==> src/rtl/cic_pkg.sv <==
// Shared types and constants for the call id ring cache.
`default_nettype none

package cic_pkg;

    localparam int DEFAULT_ENTRIES = 16;
    localparam int WORD_W          = 32;
    localparam int SLOT_OUT_W      = 4;
    localparam int IN_DATA_W       = 160;
    localparam int OUT_DATA_W      = 136;

    typedef enum logic
    {
        REQ_STORE  = 1'b0,
        REQ_LOOKUP = 1'b1
    } req_kind_t;

    // Controller to datapath
    typedef struct packed
    {
        logic start;     // capture request, arm search at write pointer
        logic scan;      // issue one table read and compare the previous one
        logic write;     // write the record into the resolved slot
        logic read;      // read the resolved slot back
        logic load_out;  // load the output register
    } cic_cmd_t;

    // Datapath to controller
    typedef struct packed
    {
        logic match;     // compared slot holds the key
        logic miss;      // last slot compared without a match
        logic is_store;  // captured request is a store
        logic out_free;  // output register can take a new result
    } cic_status_t;

endpackage

`default_nettype wire

==> src/rtl/cic_datapath.sv <==
// Datapath: record tables, search pipeline, write pointer and result register.
`default_nettype none

module cic_datapath
    import cic_pkg::*;
#(
    parameter int ENTRIES = DEFAULT_ENTRIES
)
(
    input  wire logic                    clk,
    input  wire logic                    rst_n,
    input  wire cic_cmd_t                cmd,
    output cic_status_t                  st,
    input  wire logic                    in_type,
    input  wire logic [IN_DATA_W-1:0]    in_data,
    output logic                         out_valid,
    input  wire logic                    out_ready,
    output logic                         out_found,
    output logic [OUT_DATA_W-1:0]        out_data
);

    localparam int SW = $clog2(ENTRIES);
    localparam int CW = $clog2(ENTRIES + 1);

    // Captured request
    logic              req_reg;
    logic [WORD_W-1:0] key_reg;
    logic [WORD_W-1:0] frame_reg;
    logic [WORD_W-1:0] prog_reg;
    logic [WORD_W-1:0] vers_reg;
    logic [WORD_W-1:0] proc_reg;

    // Tables
    logic [WORD_W-1:0] id_mem    [ENTRIES];
    logic [WORD_W-1:0] frame_mem [ENTRIES];
    logic [WORD_W-1:0] prog_mem  [ENTRIES];
    logic [WORD_W-1:0] vers_mem  [ENTRIES];
    logic [WORD_W-1:0] proc_mem  [ENTRIES];
    logic              valid_reg [ENTRIES];

    logic [SW-1:0]     wp_reg;
    logic [SW-1:0]     scan_ptr_reg;
    logic [CW-1:0]     issued_reg;
    logic              live_reg;
    logic [WORD_W-1:0] cmp_id_reg;
    logic              cmp_valid_reg;
    logic [SW-1:0]     cmp_slot_reg;

    logic              hit_reg;
    logic [SW-1:0]     slot_reg;
    logic              slot_valid_reg;

    logic [WORD_W-1:0] rd_frame_reg;
    logic [WORD_W-1:0] rd_prog_reg;
    logic [WORD_W-1:0] rd_vers_reg;
    logic [WORD_W-1:0] rd_proc_reg;
    logic              rd_valid_reg;

    logic              out_valid_reg;
    logic              out_found_reg;
    logic [OUT_DATA_W-1:0] out_data_reg;

    logic [WORD_W-1:0] cmp_eff_id;
    logic              match;
    logic              miss;
    logic              issue;
    logic [SW-1:0]     scan_ptr_next;
    logic [SW-1:0]     wp_next;
    logic              frame_wr;
    logic [WORD_W-1:0] frame_wr_data;
    logic              show;
    logic [OUT_DATA_W-1:0] out_data_next;

    assign cmp_eff_id    = cmp_valid_reg ? cmp_id_reg : '0;
    assign match         = live_reg && (cmp_eff_id == key_reg);
    assign miss          = live_reg && !match && (issued_reg == CW'(ENTRIES));
    assign issue         = cmd.scan && (issued_reg != CW'(ENTRIES));
    assign scan_ptr_next = (scan_ptr_reg == '0) ? SW'(ENTRIES - 1) : scan_ptr_reg - 1'b1;
    assign wp_next       = (wp_reg == SW'(ENTRIES - 1)) ? '0 : wp_reg + 1'b1;

    // Frame is written when a slot is newly taken, or cleared when a store
    // hits a slot that was never written (id zero).
    assign frame_wr      = !hit_reg || !slot_valid_reg;
    assign frame_wr_data = hit_reg ? '0 : frame_reg;

    assign show = (req_reg == REQ_STORE) || hit_reg;

    always_comb
    begin
        out_data_next = '0;
        if (show)
        begin
            out_data_next[SLOT_OUT_W-1:0] = SLOT_OUT_W'(slot_reg);
            if (rd_valid_reg)
            begin
                out_data_next[SLOT_OUT_W +: WORD_W]              = rd_prog_reg;
                out_data_next[SLOT_OUT_W + WORD_W +: WORD_W]     = rd_vers_reg;
                out_data_next[SLOT_OUT_W + 2 * WORD_W +: WORD_W] = rd_proc_reg;
                out_data_next[SLOT_OUT_W + 3 * WORD_W +: WORD_W] = rd_frame_reg;
            end
        end
    end

    assign st.match    = match;
    assign st.miss     = miss;
    assign st.is_store = (req_reg == REQ_STORE);
    assign st.out_free = !out_valid_reg || out_ready;

    assign out_valid = out_valid_reg;
    assign out_found = out_found_reg;
    assign out_data  = out_data_reg;

    // Payload registers
    always_ff @(posedge clk)
    begin
        if (cmd.start)
        begin
            req_reg   <= in_type;
            key_reg   <= in_data[0 +: WORD_W];
            frame_reg <= in_data[WORD_W +: WORD_W];
            prog_reg  <= in_data[2 * WORD_W +: WORD_W];
            vers_reg  <= in_data[3 * WORD_W +: WORD_W];
            proc_reg  <= in_data[4 * WORD_W +: WORD_W];
        end
        if (issue)
        begin
            cmp_id_reg    <= id_mem[scan_ptr_reg];
            cmp_valid_reg <= valid_reg[scan_ptr_reg];
            cmp_slot_reg  <= scan_ptr_reg;
        end
        if (cmd.scan && (match || miss))
        begin
            slot_reg       <= match ? cmp_slot_reg : wp_reg;
            slot_valid_reg <= match && cmp_valid_reg;
        end
        if (cmd.read)
        begin
            rd_frame_reg <= frame_mem[slot_reg];
            rd_prog_reg  <= prog_mem[slot_reg];
            rd_vers_reg  <= vers_mem[slot_reg];
            rd_proc_reg  <= proc_mem[slot_reg];
            rd_valid_reg <= valid_reg[slot_reg];
        end
        if (cmd.load_out)
        begin
            out_found_reg <= hit_reg;
            out_data_reg  <= out_data_next;
        end
    end

    // Table writes
    always_ff @(posedge clk)
    begin
        if (cmd.write)
        begin
            id_mem[slot_reg]   <= key_reg;
            prog_mem[slot_reg] <= prog_reg;
            vers_mem[slot_reg] <= vers_reg;
            proc_mem[slot_reg] <= proc_reg;
            if (frame_wr)
            begin
                frame_mem[slot_reg] <= frame_wr_data;
            end
        end
    end

    // Control state
    always_ff @(posedge clk or negedge rst_n)
    begin
        if (!rst_n)
        begin
            for (int i = 0; i < ENTRIES; i++)
            begin
                valid_reg[i] <= 1'b0;
            end
            wp_reg        <= '0;
            scan_ptr_reg  <= '0;
            issued_reg    <= '0;
            live_reg      <= 1'b0;
            hit_reg       <= 1'b0;
            out_valid_reg <= 1'b0;
        end
        else
        begin
            if (cmd.start)
            begin
                scan_ptr_reg <= wp_reg;
                issued_reg   <= '0;
                live_reg     <= 1'b0;
            end
            else if (cmd.scan)
            begin
                live_reg <= issue;
                if (issue)
                begin
                    scan_ptr_reg <= scan_ptr_next;
                    issued_reg   <= issued_reg + 1'b1;
                end
                if (match || miss)
                begin
                    hit_reg <= match;
                end
            end
            if (cmd.write)
            begin
                valid_reg[slot_reg] <= 1'b1;
                if (!hit_reg)
                begin
                    wp_reg <= wp_next;
                end
            end
            if (cmd.load_out)
            begin
                out_valid_reg <= 1'b1;
            end
            else if (out_ready)
            begin
                out_valid_reg <= 1'b0;
            end
        end
    end

`ifndef SYNTHESIS
    a_wp_range: assert property (@(posedge clk) disable iff (!rst_n)
        wp_reg <= SW'(ENTRIES - 1))
        else $error("write pointer beyond table");

    a_match_miss_excl: assert property (@(posedge clk) disable iff (!rst_n)
        !(match && miss))
        else $error("search reported hit and miss together");

    a_wp_moves_on_take: assert property (@(posedge clk) disable iff (!rst_n)
        !$stable(wp_reg) |-> $past(cmd.write && !hit_reg))
        else $error("write pointer moved without a slot being taken");

    a_load_when_free: assert property (@(posedge clk) disable iff (!rst_n)
        cmd.load_out |-> (!out_valid_reg || out_ready))
        else $error("output overwritten before transfer");
`endif

endmodule

`default_nettype wire

==> src/rtl/cic_controller.sv <==
// Controller: sequences search, write, read-back and result load per request.
`default_nettype none

module cic_controller
    import cic_pkg::*;
(
    input  wire logic        clk,
    input  wire logic        rst_n,
    input  wire logic        in_valid,
    output logic             in_ready,
    input  wire cic_status_t st,
    output cic_cmd_t         cmd
);

    typedef enum logic [2:0]
    {
        S_IDLE,
        S_SEARCH,
        S_WRITE,
        S_READ,
        S_FILL
    } state_t;

    state_t state_reg;
    state_t state_next;

    always_comb
    begin
        state_next   = state_reg;
        cmd          = '0;
        in_ready     = 1'b0;
        unique case (state_reg)
            S_IDLE:
            begin
                in_ready  = 1'b1;
                cmd.start = in_valid;
                if (in_valid)
                begin
                    state_next = S_SEARCH;
                end
            end
            S_SEARCH:
            begin
                cmd.scan = 1'b1;
                if (st.match || st.miss)
                begin
                    state_next = st.is_store ? S_WRITE : S_READ;
                end
            end
            S_WRITE:
            begin
                cmd.write  = 1'b1;
                state_next = S_READ;
            end
            S_READ:
            begin
                cmd.read   = 1'b1;
                state_next = S_FILL;
            end
            S_FILL:
            begin
                cmd.load_out = st.out_free;
                if (st.out_free)
                begin
                    state_next = S_IDLE;
                end
            end
            default:
            begin
                state_next = S_IDLE;
            end
        endcase
    end

    always_ff @(posedge clk or negedge rst_n)
    begin
        if (!rst_n)
        begin
            state_reg <= S_IDLE;
        end
        else
        begin
            state_reg <= state_next;
        end
    end

endmodule

`default_nettype wire

==> src/rtl/call_id_ring_cache.sv <==
// Top level of the call id ring cache: stream ports, controller and datapath.
`default_nettype none

//  channel   direction  handshake                    payload
//  s_axis    in         s_axis_tvalid/s_axis_tready  tdata: call_id, frame_no, prog_num,
//                                                    vers_num, proc_num; tuser: req_type
//  m_axis    out        m_axis_tvalid/m_axis_tready  tdata: slot_index, found_prog,
//                                                    found_vers, found_proc, found_frame;
//                                                    tuser: found
//
//  Each request runs from transfer to result load before the next is taken,
//  and the next transfer can come in the cycle after the load at the earliest:
//  the search reads one table slot per cycle through a registered read port,
//  so each slot read sits in the compare registers before it meets the key.
//  A store then writes the record, and every request reads its slot back
//  and loads the result.
//  Reset clears the write pointer and the per-slot valid bits at once; no sweep.
//  A result waiting on m_axis holds the controller in its final step only;
//  the next request is taken as soon as the result sits in the output register.

module call_id_ring_cache
    import cic_pkg::*;
#(
    parameter int ENTRIES = DEFAULT_ENTRIES
)
(
    input  wire logic                  clk,
    input  wire logic                  rst_n,

    input  wire logic                  s_axis_tvalid,
    output logic                       s_axis_tready,
    // [31:0] call_id, [63:32] frame_no, [95:64] prog_num,
    // [127:96] vers_num, [159:128] proc_num
    input  wire logic [IN_DATA_W-1:0]  s_axis_tdata,
    // [0] req_type
    input  wire logic                  s_axis_tuser,

    output logic                       m_axis_tvalid,
    input  wire logic                  m_axis_tready,
    // [3:0] slot_index, [35:4] found_prog, [67:36] found_vers,
    // [99:68] found_proc, [131:100] found_frame, [135:132] zero
    output logic [OUT_DATA_W-1:0]      m_axis_tdata,
    // [0] found
    output logic                       m_axis_tuser
);

    cic_cmd_t    cmd;
    cic_status_t st;

    // Sequence each request: search, optional write, read back, load result
    cic_controller u_ctrl
    (
        .clk      (clk),
        .rst_n    (rst_n),
        .in_valid (s_axis_tvalid),
        .in_ready (s_axis_tready),
        .st       (st),
        .cmd      (cmd)
    );

    // Hold the tables, the write pointer and the output register
    cic_datapath #(
        .ENTRIES (ENTRIES)
    ) u_dp
    (
        .clk       (clk),
        .rst_n     (rst_n),
        .cmd       (cmd),
        .st        (st),
        .in_type   (s_axis_tuser),
        .in_data   (s_axis_tdata),
        .out_valid (m_axis_tvalid),
        .out_ready (m_axis_tready),
        .out_found (m_axis_tuser),
        .out_data  (m_axis_tdata)
    );

endmodule

`default_nettype wire
==> config.mk <==
export PLATFORM = sky130hd
export DESIGN_NAME = call_id_ring_cache
export DESIGN_NICKNAME = d
export VERILOG_FILES = /design/src/rtl/cic_pkg.sv /design/src/rtl/cic_datapath.sv /design/src/rtl/cic_controller.sv /design/src/rtl/call_id_ring_cache.sv
export SDC_FILE = /design/constraint.sdc
export NUM_CORES = 2
export LEC_CHECK = 0
export ABC_AREA = 1
export BUFFER_PORTS_ARGS = -buffer_cell sky130_fd_sc_hd__buf_2
export CAP_MARGIN = 20
export CORE_MARGIN = 2
export CORE_UTILIZATION = 39
export CTS_CLUSTER_DIAMETER = 50
export DETAILED_ROUTE_END_ITERATION = 10
export PLACE_DENSITY_LB_ADDON = 0.2
export RECOVER_POWER = 50
export SYNTH_ARGS = -nofsm -noshare
export SYNTH_HDL_FRONTEND = slang
export SYNTH_SLANG_ARGS = --single-unit
==> constraint.sdc <==
create_clock -name clk -period 11.4 [get_ports clk]
set_input_delay 1.71 -clock clk [delete_from_list [all_inputs] [get_ports clk]]
set_output_delay 1.71 -clock clk [all_outputs]
set_load 0.03 [all_outputs]
Word level (Yosys, flattened, before mapping)
Memories as Yosys holds them, arrays and structs flattened. A register that Yosys moved wholly into a read port is not among the register bits.
Cells that the tools add are included.
Operators by class
  add/sub/neg operators: 3
  $lt $le $gt $ge: 3
  equality and inequality tests: 11
  multiplexer cells: 39
  bitwise logic cells: 6
  reductions and logical operators: 25
Operators by type and width (number)
  $mux W32: 2
  $eq A32 B32 Y1: 1
  $mux W4: 6
  $mux W1: 21
  $or A16 B16 Y16: 1
  $mux W5: 3
  $pmux W3 S5: 1
  $ge A5 B5 Y1 const B: 2
  $not A4 Y5: 2
  $mux W3: 3
  $bmux W1 S4: 2
  $logic_and A1 B1 Y1: 7
  $eq A3 B2 Y1 const B: 2
  $reduce_and A2 Y1: 3
  $reduce_and A3 Y1: 2
  $reduce_bool A2 Y1: 3
  $add A5 B1 Y5 const B: 1
  $eq A5 B5 Y1 const B: 1
  $lt A5 B1 Y1 const B: 1
  $ne A5 B5 Y1 const B: 1
  $add A4 B1 Y4 const B: 1
  $demux W1 S4: 1
  $eq A4 B4 Y1 const B: 1
  $logic_not A1 Y1: 4
  other kinds (9): 15
Word-level totals
  bits in registers: 340
  memory bits (writable): 2560
  input bits: 165
  output and inout port bits: 139
  word-level logic and storage cells: 129
  memories: 5
Memories
  u_dp.frame_mem: depth 16, bits a word 32, read ports 1, clocked after Yosys merged registers in 1, wr ports 1, line cic_datapath.sv:35  | logic [WORD_W-1:0] frame_mem [ENTRIES];
  u_dp.id_mem: depth 16, bits a word 32, read ports 1, clocked after Yosys merged registers in 1, wr ports 1, line cic_datapath.sv:34  | logic [WORD_W-1:0] id_mem [ENTRIES];
  u_dp.proc_mem: depth 16, bits a word 32, read ports 1, clocked after Yosys merged registers in 1, wr ports 1, line cic_datapath.sv:38  | logic [WORD_W-1:0] proc_mem [ENTRIES];
  u_dp.prog_mem: depth 16, bits a word 32, read ports 1, clocked after Yosys merged registers in 1, wr ports 1, line cic_datapath.sv:36  | logic [WORD_W-1:0] prog_mem [ENTRIES];
  u_dp.vers_mem: depth 16, bits a word 32, read ports 1, clocked after Yosys merged registers in 1, wr ports 1, line cic_datapath.sv:37  | logic [WORD_W-1:0] vers_mem [ENTRIES];

Depth between registers and ports, before layout
  word-level depth: 9
  mapped depth: 13
  mapped depth without buffers: 12

By module
A second synthesis with hierarchy kept.
Unflattened totals
  cells, all modules: 7315
  area total of the unflattened synthesis: 113269.9 um2
Modules (own cells, without submodules)
  cic_datapath: instances 1, cells an instance 7282, area each 113040.9 um2, seq. area each 91637.9 um2
  cic_controller: instances 1, cells an instance 33, area each 229.0 um2, seq. area each 75.1 um2

Worst setup path after synthesis
Ideal clock, no wire load.
  path kind: input to register
  from: in s_axis_tvalid
  to: reg u_dp.scan_ptr_reg[2]
  setup time: 149 ps
  data arrival time: 10407 ps
  data required time: 11251 ps
  slack: 844 ps
  stages: 7
  buffers on the path: 0
  cell sequence: inv_1 > nor2_1 > inv_1 > nand2_1 > o21ai_0 > nand2_1 > o221ai_1
RTL lines
  start, declared: line call_id_ring_cache.sv:30  | input wire logic s_axis_tvalid,
  end signal, assigned: line cic_datapath.sv:187  | scan_ptr_reg <= wp_reg;
  end signal, assigned: line cic_datapath.sv:196  | scan_ptr_reg <= scan_ptr_next;
  end, declared: line cic_datapath.sv:42  | logic [SW-1:0] scan_ptr_reg;

==> flow_metrics.py <==
metrics = {
    "timing": {
        "hold_viol": 0,
        "min_period_ns": 7.953,
        "finalSetupViolations": 0,
        "slew_violations": 689,
        "rsz0062_at_grt": "false",
        "skew_ns": 0.1042,
        "slew_headroom_pct": -206.4,
        "fmax_ghz": 0.1257,
        "worstMarginPinSlew_ns": 4.596,
        "min_period_over_period_pct": 69.76,
        "setup-tns-final_ns": 0,
    },
    "grt": {
        "grt_start_max_net_pins": 164,
        "grt_pass1_vias": 64560,
        "gr-total-overflow": 0,
        "grt_pass1_wl_um": 447900,
        "antenna_found_initial": 9,
        "track_usage_pct": 20.62,
    },
    "floorplan": {
        "dieHeight_um": 541.8,
        "core_area_um2": 287900,
        "core.rowCount": 197,
        "initial_core_util_pct": 39.18,
        "die_w_um": 541.8,
        "die_area_um2": 293500,
        "pin_count": 304,
    },
    "critical_path": {
        "crit_end": "u_dp.rd_vers_reg[8]",
        "cp.arrival_ns": 8.68,
        "r2r_slack_ns": 3.45,
        "crit_start": "u_dp.slot_reg[0]",
        "r2r_cells": 10,
        "worstPathMaxFanout": 75,
        "end_kind": "flip-flop",
        "rr_endpoint": "u_dp.rd_vers_reg[8]",
        "criticalPathCategory": "flip-flop to flip-flop",
        "r2r-start": "u_dp.slot_reg[0]",
        "start_kind": "flip-flop",
        "cp_data_required_time_ns": 12.13,
    },
    "pwr": {
        "seqPwrFrac_pct": 48.4,
        "power.share.clock_pct": 42.4,
        "p_switching_w": 0.007288,
        "p_int_w": 0.02107,
        "p_comb_share_pct": 9.2,
        "vdd_drop_max_v": 0.0001856,
        "power_leakage_nw": 44.13,
        "swShare_pct": 25.70,
        "power_density_nw_per_um2": 216.3,
    },
    "placed_design": {
        "io_buffers": 299,
        "place_hpwl_um": 145600,
        "gp_congestion": 0.7495,
    },
    "routing": {
        "wire_per_inst_um": 26.50,
        "first_pass_iters": 6,
        "vias_per_cell": 5.490,
        "drt_iter0_markers": 6413,
        "drc": 0,
        "antenna_left": 0,
        "drt-total-wl_um": 309100,
        "num_vias": 64030,
    },
    "outcome": {
        "violations": "max-capacitance violations, max-slew violations",
        "status": "complete, but fails checks",
    },
    "final_layout": {
        "drive_above_1_share_pct": 12.18,
        "area_growth_pct": 16.21,
        "multi_input_area_um2": 18540,
        "seqCellArea_um2": 91720,
        "final_core_util_pct": 45.53,
        "nets": 7735,
        "nFillCells": 25090,
    },
    "job": {
        "maxCapViolations": 19,
    },
    "cts": {
        "clk-insertion-delay-late_ns": 0.96,
        "post_cts_buffers": 0,
        "cts-resized-gates": 0,
        "cts_made_buffers": 373,
        "cts_root_buffer": "clkbuf_16",
        "cts_buffer_depth": 4,
        "cts_num_sinks": 3060,
        "cts_tree": "yes",
        "postCtsHoldBufs": 0,
        "htreeDepth": 5,
        "cts.clk_slew.worst_paths_ns": 0.06,
    },
    "synthesis": {
        "syn_inst": 7181,
        "synthDistinctLibCells": 33,
        "avgSynthCellArea_um2": 15.71,
        "synth-simple-area-share_pct": 6.918,
        "yosysSeqAreaShare_pct": 81.31,
        "synth_compound_area_share_pct": 9.206,
        "synth_top_family_by_area": "compound AO/OA/AOI/OAI gates",
        "netlist_area_um2": 112800,
        "muxShareOfSynthArea_pct": 0,
        "synthAdderAreaFrac_pct": 0.05546,
        "ys_ff_latch": 3060,
        "synth-xor-area-share_pct": 0.03883,
        "yosysWarningCount": 0,
    },
    "min_path": {
        "hold_depth": 2,
        "hold_path.class": "flip-flop to flip-flop",
    },
}
[cell usage in the layout, fill, tap and decap left out, drive strengths merged]
cell type  Yosys  final
o21ai        295    295
clkbuf       198    506
clkinvlp       0     31
inv          252    292
nand2       1236   1236
o21bai         1      1
buf          216    341
nor3          11     11
nand3b         2      2
nand3         81     81
dfrtp         35     35
a21oi         12     12
nand4        131    131
xnor2          1      1
conb           1      4
o22ai         92     92
diode          0      3
ha             5      5
xor2           4      4
edfxtp      3025   3025
o221ai        47     47
nor2         488    488
clkinv         2    147
a22oi       1024   1024
o31ai          1      1
bufinv         0     47
o211ai        21     21
[critical path: stages, from the launching register on]
cell,delay (ns)
edfxtp_1,0.49
nor2_4,0.14
clkbuf_1,2.94
buf_4,1.02
buf_4,0.92
buf_4,0.91
buf_4,0.64
a22oi_1,0.19
nand2_1,0.12
nand2_1,0.05
nand4_1,0.14
[power by group through the flow]
stage / Combinational (W) / Sequential (W) / Clock [W]
after detailed placement: 0.00263 / 0.0139 / 0
after global placement: 0.00261 / 0.0139 / 0
after floorplan: 0.00159 / 0.0138 / 0
after global routing: 0.00289 / 0.0138 / 0.0127
after CTS: 0.00263 / 0.0137 / 0.0122
final: 0.00262 / 0.0137 / 0.0120
[cell usage after synthesis]
library cell,instances,area (um^2)
dfrtp_1,35,875.8
a22oi_1,1024,7687
nand4_1,130,813.3
buf_2,190,950.9
nand3b_1,2,15.01
o21ai_0,292,1461
edfxtp_1,3025,90840
nand3_1,81,405.4
nor2_2,2,12.51
clkinv_1,2,7.510
o211ai_1,21,157.7
nor2_1,483,1813
a21oi_1,12,60.06
o31ai_1,1,7.510
o21bai_1,1,7.510
o221ai_1,47,411.6
nand2_2,1,6.260
clkbuf_1,198,743.2
o21ai_1,3,15.01
conb_1,1,3.750
nand4_2,1,12.51
buf_6,1,11.26
buf_1,17,63.81
inv_1,246,923.4
ha_1,5,62.56
nand2_1,1235,4636
inv_2,6,22.52
o22ai_1,92,575.6
buf_4,8,60.06
nor2_4,3,33.78
nor3_1,11,55.05
xor2_1,4,35.03
xnor2_1,1,8.760
[stage by stage]
step | worst slack [ns] | hold slack (ns) | power, W | cell area (um^2) | cells
floorplan | 0.8437 | 0.4196 | 0.01541 | 112800 | 7184
global placement | 6.038 | 0.4670 | 0.01652 | 118600 | 10970
detailed placement | 5.994 | 0.4729 | 0.01656 | 118600 | 10970
CTS | 5.917 | 0.4857 | 0.02857 | 131300 | 11660
global route | 3.085 | 0.5082 | 0.02935 | 131100 | 11660
finish | 3.447 | 0.4880 | 0.02836 | 131100 | 11660
[worst min-delay path by stage]
stage	from	end	slack, ns
finish	u_dp.valid_reg[9]	u_dp.valid_reg[9]	0.49
global route	u_dp.valid_reg[5]	u_dp.valid_reg[5]	0.51
CTS	u_dp.valid_reg[9]	u_dp.valid_reg[9]	0.49
detailed placement	u_dp.valid_reg[12]	u_dp.valid_reg[12]	0.47
global placement	u_dp.valid_reg[6]	u_dp.valid_reg[6]	0.47
floorplan	u_dp.scan_ptr_reg[2]	u_dp.cmp_slot_reg[2]	0.42
[cell type report]
cell class	instances	share of cell area, %
diodes	3	0.005727
inverters	254	0.7474
well taps	3781	3.609
multi-input cells	3456	14.14
clock inverters	263	2.318
repair buffers	420	1.878
flip-flops and latches	3060	69.98
clock buffers	427	7.324
[routing by layer]
layer  routed length [um]  track usage [%]  vias up
li1                     -                -    28250
met2               144900            33.10     2192
met1               137700            29.61    33130
met5                    0                0        -
met3                19220            2.807      453
met4                 7328            5.330        0
[logic make-up (layout without fill, tap and decap cells)]
| group | after synthesis | after routing |
|---|---|---|
| adders and majority gates | 5 | 5 |
| buffers and inverters | 668 | 1364 |
| xor gates and xnor gates | 5 | 5 |
| AOI/OAI and AO/OA | 1493 | 1493 |
| DFF | 3060 | 3060 |
| other | 1 | 7 |
| and+or+nand+nor | 1949 | 1949 |
(Power assumes the default switching activity.)
